<file path="config.mk">
export PLATFORM = sky130hd
export DESIGN_NAME = i2c_master_transfer_sequencer_flat
export DESIGN_NICKNAME = d
export VERILOG_FILES = /design/src/hw/rtl/i2cms_pkg.sv /design/src/hw/rtl/i2cms_req_if.sv /design/src/hw/rtl/i2cms_res_if.sv /design/src/hw/rtl/i2c_master_transfer_sequencer.sv /design/src/hw/rtl/i2cms_queue.sv /design/src/hw/rtl/i2cms_core.sv /design/src/hw/rtl/i2cms_out_buf.sv /design/src/flat_wrapper.sv
export SDC_FILE = /design/constraint.sdc
export NUM_CORES = 1
export LEC_CHECK = 0
export BUFFER_PORTS_ARGS = -buffer_cell sky130_fd_sc_hd__buf_2
export CELL_PAD_IN_SITES_DETAIL_PLACEMENT = 0
export CELL_PAD_IN_SITES_GLOBAL_PLACEMENT = 1
export CORE_MARGIN = 2
export CORE_UTILIZATION = 46
export DETAILED_ROUTE_END_ITERATION = 10
export PLACE_DENSITY_LB_ADDON = 0.1
export RECOVER_POWER = 25
export SKIP_LAST_GASP = 1
export SYNTH_ARGS = -nofsm -noshare
export SYNTH_HDL_FRONTEND = slang
export SYNTH_SLANG_ARGS = --single-unit
</file>
<file path="constraint.sdc">
create_clock -name clk_i -period 5.8 [get_ports clk_i]
set_input_delay 1.45 -clock clk_i [delete_from_list [all_inputs] [get_ports clk_i]]
set_output_delay 1.45 -clock clk_i [all_outputs]
set_load 0.03 [all_outputs]
</file>
<file path="src/hw/rtl/i2cms_pkg.sv">
// ----------------------------------------------------------------------------
// i2cms_pkg
// Types and codes shared by the i2c master transfer sequencer.
// ----------------------------------------------------------------------------
package i2cms_pkg;

  // item kinds on the request channel
  typedef enum logic [0:0] {
    OP_ENQUEUE = 1'b0,
    OP_EVENT   = 1'b1
  } op_e;

  // bus commands
  typedef enum logic [2:0] {
    CMD_SEND      = 3'd0,
    CMD_RECV_ACK  = 3'd2,
    CMD_RECV_NACK = 3'd3,
    CMD_START     = 3'd4,
    CMD_RESTART   = 3'd5,
    CMD_STOP      = 3'd6
  } cmd_e;

  // request payload: descriptor or status event
  typedef struct packed {
    op_e         opcode;
    logic [6:0]  target_address;
    logic [15:0] write_length;
    logic [15:0] write_length_second;
    logic [15:0] read_length;
    logic        ack_flag;
    logic        receive_flag;
    logic        start_seen_flag;
    logic [7:0]  write_byte;
    logic [7:0]  received_byte;
  } req_t;

  // result payload
  typedef struct packed {
    logic        request_accepted;
    logic        command_valid;
    cmd_e        command_code;
    logic [7:0]  command_data;
    logic        write_byte_used;
    logic        write_segment;
    logic        read_valid;
    logic [7:0]  read_data;
    logic        transaction_done;
    logic        busy_res;
  } res_t;

  // queued transfer descriptor
  typedef struct packed {
    logic [15:0] read_length;
    logic [15:0] write_length_second;
    logic [15:0] write_length;
    logic [6:0]  target_address;
  } desc_t;

  // queue control from the sequencer core
  typedef struct packed {
    logic push;
    logic pop;
  } q_ctrl_t;

  // queue status to the sequencer core
  typedef struct packed {
    logic full;
    logic empty;
  } q_stat_t;

endpackage

</file>
<file path="src/hw/rtl/i2cms_req_if.sv">
// ----------------------------------------------------------------------------
// i2cms_req_if
// Request channel: descriptors and bus status events with valid/ready.
// ----------------------------------------------------------------------------
interface i2cms_req_if
  import i2cms_pkg::*;
();
  logic valid;
  logic ready;
  req_t payload;

  modport source (output valid, output payload, input ready);
  modport sink (input valid, input payload, output ready);
endinterface

</file>
<file path="src/hw/rtl/i2cms_res_if.sv">
// ----------------------------------------------------------------------------
// i2cms_res_if
// Result channel: one result per request with valid/ready.
// ----------------------------------------------------------------------------
interface i2cms_res_if
  import i2cms_pkg::*;
();
  logic valid;
  logic ready;
  res_t payload;

  modport source (output valid, output payload, input ready);
  modport sink (input valid, input payload, output ready);
endinterface

</file>
<file path="src/hw/rtl/i2c_master_transfer_sequencer.sv">
// ----------------------------------------------------------------------------
// i2c_master_transfer_sequencer
// I2C master write/write/read transaction sequencer with descriptor queue.
// ----------------------------------------------------------------------------
// Every request transaction (a descriptor or a bus status event) yields
// exactly one result transaction, so a new request can be taken every cycle
// while the output stages have room. Request ready drops only when both
// output stages hold results the sink has not taken. Pending descriptors sit
// in a QUEUE_DEPTH entry synchronous memory; its head entry is read ahead
// into a register, with write forwarding, so a completion starts the next
// descriptor in the same cycle. No clearing pass follows reset.
module i2c_master_transfer_sequencer
  import i2cms_pkg::*;
#(
  parameter int unsigned QUEUE_DEPTH = 4
) (
  input  logic clk_i,
  input  logic rst_ni,
  i2cms_req_if.sink   req_i,
  i2cms_res_if.source res_o
);

  logic    fire;
  logic    buf_ready;
  q_ctrl_t q_ctrl;
  q_stat_t q_stat;
  desc_t   q_head;
  desc_t   q_push_data;
  res_t    core_res;

  assign req_i.ready = buf_ready;
  assign fire        = req_i.valid && buf_ready;

  // descriptor fifo
  i2cms_queue #(
    .DEPTH (QUEUE_DEPTH)
  ) u_queue (
    .clk_i       (clk_i),
    .rst_ni      (rst_ni),
    .ctrl_i      (q_ctrl),
    .push_data_i (q_push_data),
    .stat_o      (q_stat),
    .head_data_o (q_head)
  );

  // transfer state and command decision
  i2cms_core u_core (
    .clk_i         (clk_i),
    .rst_ni        (rst_ni),
    .fire_i        (fire),
    .req_i         (req_i.payload),
    .q_stat_i      (q_stat),
    .q_head_i      (q_head),
    .q_ctrl_o      (q_ctrl),
    .q_push_data_o (q_push_data),
    .res_o         (core_res)
  );

  // result register with skid stage
  i2cms_out_buf u_out_buf (
    .clk_i   (clk_i),
    .rst_ni  (rst_ni),
    .push_i  (fire),
    .data_i  (core_res),
    .ready_o (buf_ready),
    .res_o   (res_o)
  );

endmodule

</file>
<file path="src/hw/rtl/i2cms_queue.sv">
// ----------------------------------------------------------------------------
// i2cms_queue
// Pending descriptor fifo in a synchronous memory. The head entry is read
// ahead every cycle so it is ready when the active transfer completes.
// ----------------------------------------------------------------------------
module i2cms_queue
  import i2cms_pkg::*;
#(
  parameter int unsigned DEPTH = 4
) (
  input  logic    clk_i,
  input  logic    rst_ni,
  input  q_ctrl_t ctrl_i,
  input  desc_t   push_data_i,
  output q_stat_t stat_o,
  output desc_t   head_data_o
);

  localparam int unsigned AW = (DEPTH > 1) ? $clog2(DEPTH) : 1;
  localparam int unsigned CW = $clog2(DEPTH + 1);
  localparam int unsigned SW = CW + 1;

  desc_t          mem [DEPTH];
  desc_t          head_data_q;
  logic [AW-1:0]  head_q, head_d;
  logic [CW-1:0]  count_q, count_d;
  logic [SW-1:0]  tail_sum;
  logic [AW-1:0]  wr_addr;

  // tail slot: head plus fill count, wrapped once
  always_comb begin
    tail_sum = SW'(head_q) + SW'(count_q);
    if (tail_sum >= SW'(DEPTH)) begin
      tail_sum = tail_sum - SW'(DEPTH);
    end
    wr_addr = tail_sum[AW-1:0];
  end

  // pointer and fill count update
  always_comb begin
    head_d  = head_q;
    count_d = count_q;
    if (ctrl_i.pop) begin
      head_d  = (head_q == AW'(DEPTH - 1)) ? '0 : head_q + AW'(1);
      count_d = count_d - CW'(1);
    end
    if (ctrl_i.push) begin
      count_d = count_d + CW'(1);
    end
  end

  always_ff @(posedge clk_i or negedge rst_ni) begin
    if (!rst_ni) begin
      head_q  <= '0;
      count_q <= '0;
    end else begin
      head_q  <= head_d;
      count_q <= count_d;
    end
  end

  // memory write port
  always_ff @(posedge clk_i) begin
    if (ctrl_i.push) begin
      mem[wr_addr] <= push_data_i;
    end
  end

  // memory read port at the next head, write data forwarded on a match
  always_ff @(posedge clk_i) begin
    if (ctrl_i.push && (wr_addr == head_d)) begin
      head_data_q <= push_data_i;
    end else begin
      head_data_q <= mem[head_d];
    end
  end

  assign head_data_o  = head_data_q;
  assign stat_o.full  = (count_q == CW'(DEPTH));
  assign stat_o.empty = (count_q == '0);

endmodule

</file>
<file path="src/hw/rtl/i2cms_core.sv">
// ----------------------------------------------------------------------------
// i2cms_core
// Active transfer state and the command decision for each request.
// ----------------------------------------------------------------------------
module i2cms_core
  import i2cms_pkg::*;
(
  input  logic    clk_i,
  input  logic    rst_ni,
  input  logic    fire_i,
  input  req_t    req_i,
  input  q_stat_t q_stat_i,
  input  desc_t   q_head_i,
  output q_ctrl_t q_ctrl_o,
  output desc_t   q_push_data_o,
  output res_t    res_o
);

  logic        active_q, active_d;
  logic [6:0]  addr_q, addr_d;
  logic [15:0] wr_rem_q, wr_rem_d;
  logic [15:0] wr2_rem_q, wr2_rem_d;
  logic        on_second_q, on_second_d;
  logic [15:0] rd_rem_q, rd_rem_d;
  logic        load;
  desc_t       load_desc;
  desc_t       req_desc;

  assign req_desc.target_address      = req_i.target_address;
  assign req_desc.write_length        = req_i.write_length;
  assign req_desc.write_length_second = req_i.write_length_second;
  assign req_desc.read_length         = req_i.read_length;
  assign q_push_data_o                = req_desc;

  // command decision and next state
  always_comb begin
    active_d    = active_q;
    addr_d      = addr_q;
    wr_rem_d    = wr_rem_q;
    wr2_rem_d   = wr2_rem_q;
    on_second_d = on_second_q;
    rd_rem_d    = rd_rem_q;
    load        = 1'b0;
    load_desc   = req_desc;
    q_ctrl_o    = '0;
    res_o       = '0;
    res_o.command_code = CMD_SEND;

    if (fire_i) begin
      unique case (req_i.opcode)
        OP_ENQUEUE: begin
          if ((req_i.write_length != '0) || (req_i.read_length != '0)) begin
            if (!active_q) begin
              res_o.request_accepted = 1'b1;
              load = 1'b1;
            end else if (!q_stat_i.full) begin
              res_o.request_accepted = 1'b1;
              q_ctrl_o.push = 1'b1;
            end
          end
        end
        OP_EVENT: begin
          if (active_q) begin
            if (req_i.ack_flag) begin
              res_o.command_valid = 1'b1;
              if (wr_rem_q != '0) begin
                // next write byte
                res_o.command_code    = CMD_SEND;
                res_o.command_data    = req_i.write_byte;
                res_o.write_byte_used = 1'b1;
                res_o.write_segment   = on_second_q;
                wr_rem_d = wr_rem_q - 16'd1;
                if ((wr_rem_q == 16'd1) && (wr2_rem_q != '0)) begin
                  wr_rem_d    = wr2_rem_q;
                  wr2_rem_d   = '0;
                  on_second_d = 1'b1;
                end
              end else if (rd_rem_q != '0) begin
                if (req_i.start_seen_flag) begin
                  res_o.command_code = CMD_RECV_ACK;
                end else begin
                  res_o.command_code = CMD_RESTART;
                  res_o.command_data = {addr_q, 1'b1};
                end
              end else begin
                res_o.command_code = CMD_STOP;
              end
            end else if (req_i.receive_flag) begin
              res_o.command_valid = 1'b1;
              if (rd_rem_q != '0) begin
                res_o.read_valid = 1'b1;
                res_o.read_data  = req_i.received_byte;
                rd_rem_d = rd_rem_q - 16'd1;
              end
              res_o.command_code = (rd_rem_q > 16'd1) ? CMD_RECV_ACK : CMD_RECV_NACK;
            end else begin
              // completion: start the next queued transfer or go idle
              res_o.transaction_done = 1'b1;
              if (!q_stat_i.empty) begin
                q_ctrl_o.pop = 1'b1;
                load      = 1'b1;
                load_desc = q_head_i;
              end else begin
                active_d    = 1'b0;
                wr_rem_d    = '0;
                wr2_rem_d   = '0;
                rd_rem_d    = '0;
                on_second_d = 1'b0;
              end
            end
          end
        end
        default: ;
      endcase
    end

    // load a descriptor and issue its start
    if (load) begin
      active_d    = 1'b1;
      addr_d      = load_desc.target_address;
      wr_rem_d    = load_desc.write_length;
      wr2_rem_d   = load_desc.write_length_second;
      on_second_d = 1'b0;
      rd_rem_d    = load_desc.read_length;
      res_o.command_valid = 1'b1;
      res_o.command_code  = CMD_START;
      res_o.command_data  = {load_desc.target_address, (load_desc.write_length == '0)};
    end

    res_o.busy_res = active_d;
  end

  always_ff @(posedge clk_i or negedge rst_ni) begin
    if (!rst_ni) begin
      active_q    <= 1'b0;
      addr_q      <= '0;
      wr_rem_q    <= '0;
      wr2_rem_q   <= '0;
      on_second_q <= 1'b0;
      rd_rem_q    <= '0;
    end else begin
      active_q    <= active_d;
      addr_q      <= addr_d;
      wr_rem_q    <= wr_rem_d;
      wr2_rem_q   <= wr2_rem_d;
      on_second_q <= on_second_d;
      rd_rem_q    <= rd_rem_d;
    end
  end

endmodule

</file>
<file path="src/hw/rtl/i2cms_out_buf.sv">
// ----------------------------------------------------------------------------
// i2cms_out_buf
// Two-entry output register with skid stage; ready depends only on state.
// ----------------------------------------------------------------------------
module i2cms_out_buf
  import i2cms_pkg::*;
(
  input  logic  clk_i,
  input  logic  rst_ni,
  input  logic  push_i,
  input  res_t  data_i,
  output logic  ready_o,
  i2cms_res_if.source res_o
);

  logic main_valid_q, main_valid_d;
  logic skid_valid_q, skid_valid_d;
  res_t main_q, main_d;
  res_t skid_q, skid_d;
  logic pop;

  assign pop     = main_valid_q && res_o.ready;
  assign ready_o = !skid_valid_q;

  // stage movement
  always_comb begin
    main_valid_d = main_valid_q;
    skid_valid_d = skid_valid_q;
    main_d       = main_q;
    skid_d       = skid_q;
    if (pop) begin
      if (skid_valid_q) begin
        main_d       = skid_q;
        skid_valid_d = 1'b0;
      end else if (push_i) begin
        main_d = data_i;
      end else begin
        main_valid_d = 1'b0;
      end
    end else if (push_i) begin
      if (!main_valid_q) begin
        main_d       = data_i;
        main_valid_d = 1'b1;
      end else begin
        skid_d       = data_i;
        skid_valid_d = 1'b1;
      end
    end
  end

  always_ff @(posedge clk_i or negedge rst_ni) begin
    if (!rst_ni) begin
      main_valid_q <= 1'b0;
      skid_valid_q <= 1'b0;
    end else begin
      main_valid_q <= main_valid_d;
      skid_valid_q <= skid_valid_d;
    end
  end

  always_ff @(posedge clk_i) begin
    main_q <= main_d;
    skid_q <= skid_d;
  end

  assign res_o.valid   = main_valid_q;
  assign res_o.payload = main_q;

endmodule
</file>
<file path="src/flat_wrapper.sv">
// flat-port wrapper written by rule: the top's interface ports become plain ports
module i2c_master_transfer_sequencer_flat import i2cms_pkg::*;
#(
  parameter int unsigned QUEUE_DEPTH = 4
)
  (clk_i, rst_ni, req_i_valid, req_i_payload, req_i_ready, res_o_valid, res_o_payload, res_o_ready);
  i2cms_req_if req_i_i ();
  i2cms_res_if res_o_i ();
  input  logic clk_i;
  input  logic rst_ni;
  input wire logic [$bits(req_i_i.valid)-1:0] req_i_valid;
  input wire logic [$bits(req_i_i.payload)-1:0] req_i_payload;
  output wire logic [$bits(req_i_i.ready)-1:0] req_i_ready;
  output wire logic [$bits(res_o_i.valid)-1:0] res_o_valid;
  output wire logic [$bits(res_o_i.payload)-1:0] res_o_payload;
  input wire logic [$bits(res_o_i.ready)-1:0] res_o_ready;
  assign req_i_i.valid = req_i_valid;
  assign req_i_i.payload = req_i_payload;
  assign req_i_ready = req_i_i.ready;
  assign res_o_valid = res_o_i.valid;
  assign res_o_payload = res_o_i.payload;
  assign res_o_i.ready = res_o_ready;
  i2c_master_transfer_sequencer #(.QUEUE_DEPTH(QUEUE_DEPTH)) u_core (.clk_i(clk_i), .rst_ni(rst_ni), .req_i(req_i_i), .res_o(res_o_i));
endmodule
</file>
==> metrics.md <==
| Metric | Value |
|---|---|
| CP required | 6.20 ns |
| Cts bufs inserted | 38 |
| Worst EP arrival | 4.68 ns |
| GRT Total Usage | 20.5% |
| Final Hold Vio Count | 0 |
| Post-Layout Inst Area | 0.0167 sq mm |
| Nets | 1,134 |
| WHS Path Cells | 1 |
| Post-synthesis sequential area ratio | 67.7% |
| Root Buffer Master | clkbuf_16 |
| Seq pwr share | 45.0% |
| P_sw | 0.00249 W |
| Layout cells sized above 1 | 22.0% |
| Area Overhead vs Synth | 15.1% |
| Least-Margin Pin Slew | 1.14 ns |
| Max Slew Vio Count | 0 |
| WL/cell | 22.6 microns |
| GPL Wtd Cong | 0.798 |
| Vias | 8,722 |
| Layout fillers | 2,565 |
| Initial antenna violation count | 1 |
| Starting Density | 47.0% |
| Drt pass-1 iters | 5 |
| Final ANT Viol Nets | 0 |
| Largest net degree at the start of global routing | 48 |
| 1st-iter DRT viols | 616 |
| Critical Path Fanout Max | 46 |
| Number of max-cap violations | 0 |
| RSZ-0062 raised after global routing | no |
| Area share of the largest cell type after synthesis | 56.4% |
| Pre-CTS WS | 0.944 ns |
| Die area | 0.0329 sq mm |
| Top cells by area, synth | edfxtp_1 56%, dfrtp_1 11%, mux4_2 8.5% |
| Async set or reset register ratio after synthesis | 18.9% |
| Endpoints failing setup | 0 |
| Skew-Pair Late Insertion Delay | 0.53 ns |
| CP Launch Type | input port |
| Post-synth cell types | 70 |
| Width of the die | 181 microns |
| Crit. End Element | flop |
| Status | completed |
| Total gr overflow | 0 |
| Final period util | 73.6% |
| CTS tree | built |
| First-pass GRT wire length | 52.1 mm |
| Total core area | 0.0308 sq mm |
| Post-placement cell area | 0.0155 sq mm |
| DP HPWL | 20.9 mm |
| VDD IR max | 0.222 mV |
| Io pins | 107 |
| Residual DRC | 0 |
| Fmax | 234 MHz |
| Worst-path clk slew | 0.06 ns |
| Post-synth EDFFs | 272 |
| Yosys warning count | 0 |
| Vias in the first global route | 8,643 |
| Syn Nets | 1,013 |
| CTS resizes | 0 |
| PD cells | 477 mW/mm^2 |
| Main synth FF type | edfxtp_1 |
| Min Tclk post-route | 4.27 ns |
| Final WS setup | 1.53 ns |
| Die Ht | 181 microns |
| Port Buffer Count | 106 |
| Clock Skews | 0.0203 ns |
| Largest area contributor in the netlist | edfxtp_1 |
| #FFs+latches synth | 338 |
| Clock power share | 29.1% |
| Cells after Synth | 923 |
| DR vias/cell | 5.93 |
| Comb power frac | 25.9% |
| Clock Sinks | 338 |
| HP Class | reg -> reg |
| FP Rows | 64 |
| P_int | 0.00547 W |
| Max clock buf depth | 3 |
| R2R cell count | 7 |
| Max_slew headroom | 23.9% |
| CTS Hold Buffers Added | 0 |
| Final wirelength | 33.3 mm |
| Leak | 6.00 nW |
| CTS H-tree lvls | 2 |
| Post-synthesis area per instance | 15.7 sq um |
| Sw Ratio | 31.3% |
| Post-Synthesis Cell Area | 0.0145 sq mm |
| # Post-CTS Setup Buffers | 0 |
| Crit path kind | in -> reg |
[metal layers]
| metal | GRT usage [%] | share of wire [%] |
|---|---|---|
| met5 | 0 | 0 |
| met1 | 30.9 | 47 |
| met3 | 3.35 | 5.4 |
| met2 | 31.5 | 46 |
| met4 | 5.07 | 1.7 |
[per-stage QoR]
stage | util [%] | hold WS [ns] | TNS, ns | total power (W) | std cells
3_5_place_dp | 50.4 | 0.484 | 0 | 0.00573 | 1400
3_3_place_gp | 50.4 | 0.481 | 0 | 0.00570 | 1400
6_report | 54.1 | 0.498 | 0 | 0.00796 | 1471
5_1_grt | 54.1 | 0.518 | 0 | 0.00840 | 1471
2_1_floorplan | - | 0.459 | -82.72 | 0.00509 | 923
4_1_cts | 54.3 | 0.497 | 0 | 0.00807 | 1470
[sequential cells by signal, summed over array words and instances (netlist names), named ones only]
register and flops:
u_core.u_queue.mem 220, u_core.u_core.rd_rem_q 16, u_core.u_queue.head_q 2, u_core.u_core.addr_q 7, u_core.u_core.on_second_q 1, u_core.u_core.active_q 1
u_core.u_out_buf.res_o.valid 1, u_core.u_core.wr2_rem_q 16, u_core.u_core.wr_rem_q 16, u_core.u_out_buf.skid_q 26, u_core.u_queue.count_q 3, u_core.u_out_buf.res_o.payload 26
u_core.u_out_buf.skid_valid_q 1
[synthesized netlist by cell type, drive strengths merged (4+ instances only)]
cell type,n
edfxtp,272
nand2,69
dfrtp,64
mux4,55
nor2,41
clkbuf,28
a22o,26
mux2,26
nor3,25
o21ai,24
nor4,21
a21o,19
buf,19
nand3,18
and2,17
a22oi,16
a21oi,15
inv,13
a31oi,12
ha,11
nand4,11
o211ai,11
xor2,10
o31ai,9
xnor2,9
a211o,8
mux2i,7
o21bai,7
a221oi,6
and3,4
o2bb2ai,4
[worst max-delay path: stages]
cell,delay (ns)
buf_2,0.11
nor2b_1,0.33
inv_1,0.23
nor3_1,0.36
o31a_2,0.99
or2_1,0.66
o21ai_0,0.19
a221o_1,0.33
[cells in the final DEF (no fill, tap or decap), types with 11 or more instances in the layout]
cell and count:
dfrtp_1 64, and2_1 17, ha_1 11, nand2_1 69
o21ai_0 12, a21o_1 19, o211ai_1 11, mux2_2 19
nor4_1 20, a22oi_1 16, a31oi_1 12, mux4_2 55
a21oi_1 15, nand3_1 11, o21ai_1 12, inv_1 13
buf_4 22, buf_2 61, clkbuf_1 61, edfxtp_1 272
clkbuf_16 38, nor3_1 21, nor2_1 37, nand4_1 11
a22o_1 26
[final timing paths]
check                                                     startpoint                                     end  slack [ns]
hold / removal                u_core.u_core.rd_rem_q[11]$_DFFE_PN0P_  u_core.u_core.rd_rem_q[11]$_DFFE_PN0P_        0.50
max in group asynchronous                                     rst_ni     u_core.u_core.addr_q[5]$_DFFE_PN0P_        3.86
setup reg to reg           u_core.u_out_buf.skid_valid_q$_DFFE_PN0P_   u_core.u_core.rd_rem_q[9]$_DFFE_PN0P_        2.14
min in group asynchronous                                     rst_ni  u_core.u_core.wr2_rem_q[3]$_DFFE_PN0P_        0.90
setup / recovery                                         req_i_valid   u_core.u_core.rd_rem_q[9]$_DFFE_PN0P_        1.53
hold reg to reg               u_core.u_core.rd_rem_q[11]$_DFFE_PN0P_  u_core.u_core.rd_rem_q[11]$_DFFE_PN0P_        0.50
[power by group through the flow]
stage | Sequential (W) | Clock (W) | Combinational [W]
2_1_floorplan | 0.00358 | 0 | 0.00150
3_3_place_gp | 0.00363 | 0 | 0.00208
3_5_place_dp | 0.00364 | 0 | 0.00210
4_1_cts | 0.00359 | 0.00238 | 0.00210
5_1_grt | 0.00365 | 0.00248 | 0.00227
6_report | 0.00358 | 0.00232 | 0.00206
[logic make-up (layout without fill, tap and decap cells)]
family | Yosys count | count (layout) | share of synthesized area [%]
DFF | 338 | 338 | 67.7
and+or+nand+nor | 232 | 232 | 8.30
AOI/OAI and AO/OA | 175 | 175 | 8.92
muxes | 88 | 88 | 11.2
buffers and inverters | 60 | 211 | 1.74
xor gates and xnor gates | 19 | 19 | 1.15
adders and majority gates | 11 | 11 | 0.950
other | 0 | 1 | 0
[area by class of cell]
type,instances,area [sq um],share of cell area (%)
diodes,1,2.50,0.0150
clock buffers,55,1020,6.15
clock inverters,15,174,1.04
inverters,13,48.8,0.293
multi-input cells,525,4480,26.8
flip-flops and latches,338,9810,58.9
well taps,396,495,2.97
repair buffers,128,639,3.83
Note: power is estimated with default switching activity, not from simulation.
